## src/hdl/jet_pkg.sv

```systemverilog
`default_nettype none
package jet_pkg;

    // APB address width: seven registers on 4-byte strides
    localparam int unsigned ApbAddrW = 5;
    localparam int unsigned ApbDataW = 32;

    // Register indexes (byte address = 4 * index)
    localparam logic [2:0] REG_MAX_ITER = 3'd0;
    localparam logic [2:0] REG_C_RE     = 3'd1;
    localparam logic [2:0] REG_C_IM     = 3'd2;
    localparam logic [2:0] REG_RE_MIN   = 3'd3;
    localparam logic [2:0] REG_IM_MAX   = 3'd4;
    localparam logic [2:0] REG_RE_STEP  = 3'd5;
    localparam logic [2:0] REG_IM_STEP  = 3'd6;

    // Reset values
    localparam logic [9:0]         MAX_ITER_RST = 10'd100;
    localparam logic signed [31:0] C_RE_RST     = -32'sd157303177;
    localparam logic signed [31:0] C_IM_RST     = 32'sd127238406;
    localparam logic signed [31:0] RE_MIN_RST   = -32'sd402653184;
    localparam logic signed [31:0] IM_MAX_RST   = 32'sd536870912;
    localparam logic [30:0]        RE_STEP_RST  = 31'd787201;
    localparam logic [30:0]        IM_STEP_RST  = 31'd787201;

    // Q4.28 fraction bits and escape threshold 4.0 in Q8.56
    localparam int unsigned QFrac      = 28;
    localparam logic [63:0] ESC_LIMIT  = 64'h0400_0000_0000_0000;

    localparam logic signed [63:0] S32_MAX = 64'sd2147483647;
    localparam logic signed [63:0] S32_MIN = -64'sd2147483648;

    typedef struct packed {
        logic [9:0]         max_iter;
        logic signed [31:0] c_re;
        logic signed [31:0] c_im;
        logic signed [31:0] re_min;
        logic signed [31:0] im_max;
        logic [30:0]        re_step;
        logic [30:0]        im_step;
    } t_cfg;

    // Clamp a wide signed value into the Q4.28 range
    function automatic logic signed [31:0] sat32(input logic signed [63:0] v);
        logic signed [31:0] r;
        if (v > S32_MAX) begin
            r = S32_MAX[31:0];
        end else if (v < S32_MIN) begin
            r = S32_MIN[31:0];
        end else begin
            r = v[31:0];
        end
        return r;
    endfunction

endpackage
`default_nettype wire

```

## src/hdl/jet_mul.sv

```systemverilog
`default_nettype none
module jet_mul (
    input  wire logic               i_clk,
    input  wire logic signed [31:0] i_a,
    input  wire logic signed [31:0] i_b,
    output logic signed [63:0]      o_p
);

    // One signed 32x32 product per cycle, registered
    always_ff @(posedge i_clk) begin
        o_p <= i_a * i_b;
    end

endmodule
`default_nettype wire

```

## src/hdl/jet_regs.sv

```systemverilog
`default_nettype none
module jet_regs
    import jet_pkg::*;
(
    input  wire logic                i_clk,
    input  wire logic                i_rst_n,
    input  wire logic                psel,
    input  wire logic                penable,
    input  wire logic                pwrite,
    input  wire logic [ApbAddrW-1:0] paddr,
    input  wire logic [ApbDataW-1:0] pwdata,
    output logic [ApbDataW-1:0]      prdata,
    output logic                     pready,
    output t_cfg                     o_cfg
);

    t_cfg       r_cfg;
    t_cfg       n_cfg;
    logic [2:0] w_idx;
    logic       w_wr;

    assign pready = 1'b1;
    assign w_idx  = paddr[4:2];
    assign w_wr   = psel & penable & pwrite;
    assign o_cfg  = r_cfg;

    always_comb begin
        n_cfg = r_cfg;
        if (w_wr) begin
            unique case (w_idx)
                REG_MAX_ITER: n_cfg.max_iter = pwdata[9:0];
                REG_C_RE:     n_cfg.c_re     = pwdata;
                REG_C_IM:     n_cfg.c_im     = pwdata;
                REG_RE_MIN:   n_cfg.re_min   = pwdata;
                REG_IM_MAX:   n_cfg.im_max   = pwdata;
                REG_RE_STEP:  n_cfg.re_step  = pwdata[30:0];
                REG_IM_STEP:  n_cfg.im_step  = pwdata[30:0];
                default:      n_cfg = r_cfg;
            endcase
        end
    end

    always_ff @(posedge i_clk) begin
        if (!i_rst_n) begin
            r_cfg.max_iter <= MAX_ITER_RST;
            r_cfg.c_re     <= C_RE_RST;
            r_cfg.c_im     <= C_IM_RST;
            r_cfg.re_min   <= RE_MIN_RST;
            r_cfg.im_max   <= IM_MAX_RST;
            r_cfg.re_step  <= RE_STEP_RST;
            r_cfg.im_step  <= IM_STEP_RST;
        end else begin
            r_cfg <= n_cfg;
        end
    end

    always_comb begin
        unique case (w_idx)
            REG_MAX_ITER: prdata = {22'd0, r_cfg.max_iter};
            REG_C_RE:     prdata = r_cfg.c_re;
            REG_C_IM:     prdata = r_cfg.c_im;
            REG_RE_MIN:   prdata = r_cfg.re_min;
            REG_IM_MAX:   prdata = r_cfg.im_max;
            REG_RE_STEP:  prdata = {1'b0, r_cfg.re_step};
            REG_IM_STEP:  prdata = {1'b0, r_cfg.im_step};
            default:      prdata = '0;
        endcase
    end

endmodule
`default_nettype wire

```

## src/hdl/jet_core.sv

```systemverilog
`default_nettype none
module jet_core
    import jet_pkg::*;
#(
    parameter int IMG_WIDTH  = 1024,
    parameter int IMG_HEIGHT = 1024,
    parameter int ITER_BOUND = 1024
) (
    input  wire logic       i_clk,
    input  wire logic       i_rst_n,
    input  wire t_cfg       i_cfg,
    input  wire logic       i_in_valid,
    output logic            o_in_stall,
    input  wire logic [9:0] i_px_col,
    input  wire logic [9:0] i_px_row,
    output logic            o_out_valid,
    input  wire logic       i_out_stall,
    output logic            o_escaped,
    output logic [9:0]      o_escape_iter
);

    localparam int ColMax = (IMG_WIDTH - 1 > 1023) ? 1023 : IMG_WIDTH - 1;
    localparam int RowMax = (IMG_HEIGHT - 1 > 1023) ? 1023 : IMG_HEIGHT - 1;
    localparam int LimCap = (ITER_BOUND > 1023) ? 1023 : ITER_BOUND;

    localparam logic [3:0] S_IDLE    = 4'd0;
    localparam logic [3:0] S_MAP_RE  = 4'd1;
    localparam logic [3:0] S_MAP_IM  = 4'd2;
    localparam logic [3:0] S_MAP_END = 4'd3;
    localparam logic [3:0] S_SQ_RE   = 4'd4;
    localparam logic [3:0] S_SQ_IM   = 4'd5;
    localparam logic [3:0] S_CHECK   = 4'd6;
    localparam logic [3:0] S_UPDATE  = 4'd7;
    localparam logic [3:0] S_DONE    = 4'd8;

    logic [3:0]         r_state, n_state;
    logic [9:0]         r_col, n_col;
    logic [9:0]         r_row, n_row;
    logic [9:0]         r_limit, n_limit;
    logic [9:0]         r_cnt, n_cnt;
    logic signed [31:0] r_zr, n_zr;
    logic signed [31:0] r_zi, n_zi;
    logic signed [63:0] r_rr, n_rr;
    logic signed [63:0] r_ii, n_ii;
    logic               r_esc, n_esc;
    logic [9:0]         r_iter, n_iter;
    logic               r_out_valid, n_out_valid;
    logic               r_escaped, n_escaped;
    logic [9:0]         r_escape_iter, n_escape_iter;

    logic signed [31:0] w_a, w_b;
    logic signed [63:0] w_prod;
    logic [63:0]        w_mod;
    logic signed [63:0] w_diff;
    logic               w_load;

    jet_mul u_mul (
        .i_clk (i_clk),
        .i_a   (w_a),
        .i_b   (w_b),
        .o_p   (w_prod)
    );

    assign o_in_stall    = (r_state != S_IDLE);
    assign o_out_valid   = r_out_valid;
    assign o_escaped     = r_escaped;
    assign o_escape_iter = r_escape_iter;

    assign w_mod  = $unsigned(r_rr) + $unsigned(w_prod);
    assign w_diff = r_rr - r_ii;
    assign w_load = (r_state == S_DONE) && (!r_out_valid || !i_out_stall);

    // Operand select for the shared multiplier
    always_comb begin
        unique case (r_state)
            S_MAP_RE: begin
                w_a = {22'd0, r_col};
                w_b = {1'b0, i_cfg.re_step};
            end
            S_MAP_IM: begin
                w_a = {22'd0, r_row};
                w_b = {1'b0, i_cfg.im_step};
            end
            S_SQ_IM: begin
                w_a = r_zi;
                w_b = r_zi;
            end
            S_CHECK: begin
                w_a = r_zr;
                w_b = r_zi;
            end
            default: begin
                w_a = r_zr;
                w_b = r_zr;
            end
        endcase
    end

    always_comb begin
        n_state       = r_state;
        n_col         = r_col;
        n_row         = r_row;
        n_limit       = r_limit;
        n_cnt         = r_cnt;
        n_zr          = r_zr;
        n_zi          = r_zi;
        n_rr          = r_rr;
        n_ii          = r_ii;
        n_esc         = r_esc;
        n_iter        = r_iter;
        n_out_valid   = r_out_valid;
        n_escaped     = r_escaped;
        n_escape_iter = r_escape_iter;

        if (r_out_valid && !i_out_stall) begin
            n_out_valid = 1'b0;
        end

        unique case (r_state)
            S_IDLE: begin
                if (i_in_valid) begin
                    n_col   = (i_px_col > 10'(ColMax)) ? 10'(ColMax) : i_px_col;
                    n_row   = (i_px_row > 10'(RowMax)) ? 10'(RowMax) : i_px_row;
                    n_limit = (i_cfg.max_iter > 10'(LimCap)) ? 10'(LimCap)
                                                             : i_cfg.max_iter;
                    n_cnt   = '0;
                    n_state = S_MAP_RE;
                end
            end
            S_MAP_RE: begin
                n_state = S_MAP_IM;
            end
            S_MAP_IM: begin
                n_zr    = sat32(64'(i_cfg.re_min) + w_prod);
                n_state = S_MAP_END;
            end
            S_MAP_END: begin
                n_zi    = sat32(64'(i_cfg.im_max) - w_prod);
                n_state = S_SQ_RE;
            end
            S_SQ_RE: begin
                n_state = S_SQ_IM;
            end
            S_SQ_IM: begin
                n_rr    = w_prod;
                n_state = S_CHECK;
            end
            S_CHECK: begin
                n_ii = w_prod;
                // modulus of the start point is not tested
                if ((r_cnt != '0) && (w_mod > ESC_LIMIT)) begin
                    n_esc   = 1'b1;
                    n_iter  = r_cnt - 10'd1;
                    n_state = S_DONE;
                end else if (r_cnt == r_limit) begin
                    n_esc   = 1'b0;
                    n_iter  = '0;
                    n_state = S_DONE;
                end else begin
                    n_state = S_UPDATE;
                end
            end
            S_UPDATE: begin
                n_zr    = sat32((w_diff >>> QFrac) + 64'(i_cfg.c_re));
                n_zi    = sat32((w_prod >>> (QFrac - 1)) + 64'(i_cfg.c_im));
                n_cnt   = r_cnt + 10'd1;
                n_state = S_SQ_RE;
            end
            S_DONE: begin
                if (w_load) begin
                    n_out_valid   = 1'b1;
                    n_escaped     = r_esc;
                    n_escape_iter = r_iter;
                    n_state       = S_IDLE;
                end
            end
            default: begin
                n_state = S_IDLE;
            end
        endcase
    end

    always_ff @(posedge i_clk) begin
        if (!i_rst_n) begin
            r_state     <= S_IDLE;
            r_out_valid <= 1'b0;
        end else begin
            r_state     <= n_state;
            r_out_valid <= n_out_valid;
        end
    end

    always_ff @(posedge i_clk) begin
        r_col         <= n_col;
        r_row         <= n_row;
        r_limit       <= n_limit;
        r_cnt         <= n_cnt;
        r_zr          <= n_zr;
        r_zi          <= n_zi;
        r_rr          <= n_rr;
        r_ii          <= n_ii;
        r_esc         <= n_esc;
        r_iter        <= n_iter;
        r_escaped     <= n_escaped;
        r_escape_iter <= n_escape_iter;
    end

endmodule
`default_nettype wire

```

## src/hdl/julia_escape_time_top.sv

```systemverilog
// Julia set escape-time engine. Each input transaction carries one pixel
// (column, row); the engine maps it to the start point
// z = (re_min + col*re_step) + i*(im_max - row*im_step), all in signed Q4.28,
// and iterates z = z*z + c until the squared modulus (Q8.56) exceeds 4.0 or
// max_iter iterations have run. One output transaction follows per pixel:
// escaped = 1 with the zero-based escape iteration, or escaped = 0 with
// iteration 0. Every value is formed by a single signed 32x32 multiplier
// under a small sequencer: the MAP_RE, MAP_IM and MAP_END states map the
// pixel, then each iteration steps through SQ_RE, SQ_IM, CHECK and UPDATE
// (re^2, im^2, re*im, update), and a last pass through SQ_RE, SQ_IM and
// CHECK tests the final modulus before DONE. The input stalls until the
// engine is back in idle. A finished result sits in an output register,
// so the next pixel is taken while the result waits. Program the
// registers over APB only while the engine is idle.
`default_nettype none
module julia_escape_time_top
    import jet_pkg::*;
#(
    parameter int IMG_WIDTH  = 1024,
    parameter int IMG_HEIGHT = 1024,
    parameter int ITER_BOUND = 1024
) (
    input  wire logic                i_clk,
    input  wire logic                i_rst_n,
    // APB configuration port
    input  wire logic                psel,
    input  wire logic                penable,
    input  wire logic                pwrite,
    input  wire logic [ApbAddrW-1:0] paddr,
    input  wire logic [ApbDataW-1:0] pwdata,
    output logic [ApbDataW-1:0]      prdata,
    output logic                     pready,
    // pixel input
    input  wire logic                i_in_valid,
    output logic                     o_in_stall,
    input  wire logic [9:0]          i_px_col,
    input  wire logic [9:0]          i_px_row,
    // result output
    output logic                     o_out_valid,
    input  wire logic                i_out_stall,
    output logic                     o_escaped,
    output logic [9:0]               o_escape_iter
);

    t_cfg w_cfg;

    // register bank: view bounds, steps, Julia constant, iteration limit
    jet_regs u_regs (
        .i_clk   (i_clk),
        .i_rst_n (i_rst_n),
        .psel    (psel),
        .penable (penable),
        .pwrite  (pwrite),
        .paddr   (paddr),
        .pwdata  (pwdata),
        .prdata  (prdata),
        .pready  (pready),
        .o_cfg   (w_cfg)
    );

    // sequencer with the shared multiplier and the output register
    jet_core #(
        .IMG_WIDTH  (IMG_WIDTH),
        .IMG_HEIGHT (IMG_HEIGHT),
        .ITER_BOUND (ITER_BOUND)
    ) u_core (
        .i_clk         (i_clk),
        .i_rst_n       (i_rst_n),
        .i_cfg         (w_cfg),
        .i_in_valid    (i_in_valid),
        .o_in_stall    (o_in_stall),
        .i_px_col      (i_px_col),
        .i_px_row      (i_px_row),
        .o_out_valid   (o_out_valid),
        .i_out_stall   (i_out_stall),
        .o_escaped     (o_escaped),
        .o_escape_iter (o_escape_iter)
    );

endmodule
`default_nettype wire

```

## config.mk

```make
export PLATFORM = sky130hd
export DESIGN_NAME = julia_escape_time_top
export DESIGN_NICKNAME = d
export VERILOG_FILES = /design/src/hdl/jet_pkg.sv /design/src/hdl/jet_mul.sv /design/src/hdl/jet_regs.sv /design/src/hdl/jet_core.sv /design/src/hdl/julia_escape_time_top.sv
export SDC_FILE = /design/constraint.sdc
export NUM_CORES = 2
export LEC_CHECK = 0
export ABC_AREA = 1
export BUFFER_PORTS_ARGS = -buffer_cell sky130_fd_sc_hd__buf_2
export CAP_MARGIN = 10
export CORE_ASPECT_RATIO = 0.7
export CORE_MARGIN = 2
export CORE_UTILIZATION = 60
export CTS_CLUSTER_SIZE = 10
export DETAILED_ROUTE_END_ITERATION = 6
export PLACE_DENSITY = 0.76
export SYNTH_ARGS = -nofsm -noshare
export SYNTH_HDL_FRONTEND = slang
export SYNTH_SLANG_ARGS = --single-unit
export TNS_END_PERCENT = 10
```

## constraint.sdc

```tcl
create_clock -name i_clk -period 12.59 [get_ports i_clk]
set_input_delay 2.518 -clock i_clk [delete_from_list [all_inputs] [get_ports i_clk]]
set_output_delay 2.518 -clock i_clk [all_outputs]
set_load 0.02 [all_outputs]
```

==> impl_results.md <==
* Worst-margin pin slew at 1.39 ns
* Die area at 0.138 mm²
* Commonest non-fill, non-tap cell in the layout: nand2_1
* Global-route wire length before repair at 496000 µm
* Critical path arrival at 12.77 ns
* GP Congestion at 1.14
* Syn Std Cell Area at 0.0808 mm²
* Vias per inst at 6.13
* Max FO, Critical Path at 18
* Clk_lat worst skew at 0.76 ns
* Drt drc at 33
* Type of the worst setup path: reg -> reg
* Pins Over Slew Limit at 0
* Vert. Die Dim at 311 µm
* Tcrit/Tclk final at 0.974
* Yosys top cell area share at 0.269
* Syn Nets at 12.9k
* Async SR Flop Fraction at 0
* Sequential area share after synthesis at 0.161
* Die Width at 443 µm
* Worst Path Required at 13.10 ns
* Final Hold Viols at 0
* Total CTS buffers at 60
* Tmin final at 12.26 ns
* Failing checks: DRC
* Setup crit end kind: flop
* Most frequent CP cell: fa_1
* Status: finished, violations left
* Worst hold margin at 0.420 ns
* Grt total ovfl at 0
* GRT Overall Usage at 0.490
* Clock tree from TritonCTS: done
* Final core occ at 0.642
* IO buf count at 106
* # Post-CTS Setup Buffers at 0
* Vias in the first global route at 78.1k
* Largest net degree at the start of global routing at 94
* Clock Skew at 0.147 ns
* Row count at 112
* Share of post-route cells with drive strength above 1 at 0.0437
* Rel. slew slack at 0.0738
* Total wire length at 341000 µm
* # IOs at 110
* Most frequent cells in the layout: 2706 x nand2_1, 2198 x inv_1, 1534 x nor2_1
* Clk buf depth at 3
* Ys flop type: dfxtp_1
* Synth area leader: fa_1
* H-tree depth at 2
* Startpoint Class: flop
* DR WL/cell at 26.0 µm
* Slowest cell delay on critical path at 0.95 ns
* #FFs+latches synth at 523
* Sum of negative setup slack at 0 ns
* Max cap viols at 0
* Fmax at 81.6 MHz
* Hold Crit Class: reg -> reg
* Synth area leaders: fa_1 27%, nand2_1 13%, inv_1 10%, edfxtp_1 9.4%, ha_1 7.9%
* Post-DP HPWL at 285000 µm
* Mapped Cells at 11.2k
* Slowest CP cell: nor2_1
* Initial Util at 0.606
* R2R setup slack at 0.33 ns
* Hold Buf Count CTS at 0
* Distinct cells, synth at 64
* Avg Inst Size Synth at 7.19 µm²
* Ys Warns at 0
* CTS root buffer: clkbuf_16
* ANT nets after route at 0
* Initial DRC count at 12.2k
* Core ar. at 0.133 mm²
* Initial antenna violation count at 56
* Number of enable flip-flop cells after synthesis at 254
* DR vias at 80.5k
* Unrepaired setup endpoints after global routing: false
* Syn-to-layout area delta at 6.00%
* Worst-path clk slew at 0.06 ns
* NumNets Final at 12.9k
* # resized after CTS at 0
* 1st-pass router iterations at 7
* Final setup vio count at 0
* Sink Count at 523
-- layer usage --
metal / vias up / part of all wire / GRT usage
met1: 37900 / 0.37 / 0.652
met2: 6528 / 0.37 / 0.626
li1: 34700 / - / -
met4: 26 / 0.071 / 0.284
met5: - / 0.00068 / 0.00173
met3: 1284 / 0.19 / 0.257
-- worst max-delay path: cells and delay by family, from the launching register on --
kind | cells | cell delay [ns]
adder cells (fa/ha/maj) | 9 | 4.37
buffers and inverters | 7 | 1.85
XOR/XNOR | 1 | 0.15
AND/OR/NAND/NOR | 6 | 1.91
flip-flops | 1 | 0.33
AO/OA/AOI/OAI | 10 | 3.35
-- Yosys cell counts, drive strengths merged (2+ instances only) --
library cell  count
nand2          2720
inv            2222
nor2           1555
fa             1087
a21oi           612
ha              511
o21ai           470
nand3           307
dfxtp           269
edfxtp          254
clkbuf          236
xor2            184
xnor2            97
nor3             85
buf              82
nand4            77
a31oi            61
o22ai            48
o21a             42
o21bai           36
a221oi           33
o211ai           26
clkinv           25
or2              25
nor4             24
a21boi           20
o2111ai          20
nand3b           19
a21o             16
o221ai           13
a211oi           10
a22oi             9
and3              8
a22o              7
o31ai             7
and2              4
a2111oi           3
nor3b             3
a31o              2
nand2b            2
-- metrics by stage --
stage / setup slack, ns / instances / cell area [µm²]
after floorplan: 2.49 / 11200 / 80800
after global placement: 1.50 / 13000 / 83700
after detailed placement: 1.34 / 13000 / 83700
after CTS: 1.19 / 13100 / 85500
after global routing: 0.159 / 13100 / 85600
final: 0.332 / 13100 / 85700
-- cells by family (layout without fill, tap and decap cells) --
kind of cell	count (synthesis)	after routing	share of synthesized area
DFF	523	523	0.161
adders and majority gates	1598	1598	0.348
other	1	63	0.0000464
and+or+nand+nor	4829	4829	0.238
xor gates and xnor gates	281	281	0.0305
AOI/OAI and AO/OA	1437	1437	0.101
buffers and inverters	2565	2636	0.121
-- area by class of cell --
class,instances,area (µm²)
repair buffers,279,1830
diodes,62,155
inverters,2247,8430
fillers,11700,47700
clock inverters,6,105
flip-flops and latches,523,13000
multi-input cells,8146,58200
clock buffers,104,1750
well taps,1767,2210
-- path summary, 6_finish.rpt --
path | start | endpoint | cells after the start
worst max register to register | u_core.r_state[2] | u_core.u_mul.o_p[52] | 33
worst min-delay path | u_core.r_iter[5] | u_core.o_escape_iter[5] | 0
worst min register to register | u_core.r_iter[5] | u_core.o_escape_iter[5] | 0
worst max-delay path | u_core.r_state[2] | u_core.u_mul.o_p[52] | 33
-- flip-flops by register name, indices dropped and copies added (netlist names) --
name                  cells
u_regs.o_cfg            200
u_core.r_ii              64
u_core.r_rr              64
u_core.u_mul.o_p         64
u_core.r_zi              32
u_core.r_zr              32
u_core.o_escape_iter     10
u_core.r_cnt             10
u_core.r_col             10
u_core.r_iter            10
u_core.r_limit           10
u_core.r_row             10
u_core.r_state            4
u_core.o_escaped          1
u_core.o_out_valid        1
u_core.r_esc              1
Power is left out: the tool's default activity adds up to more than one toggle a clock period on the data nets, which glitch-free logic cannot reach.
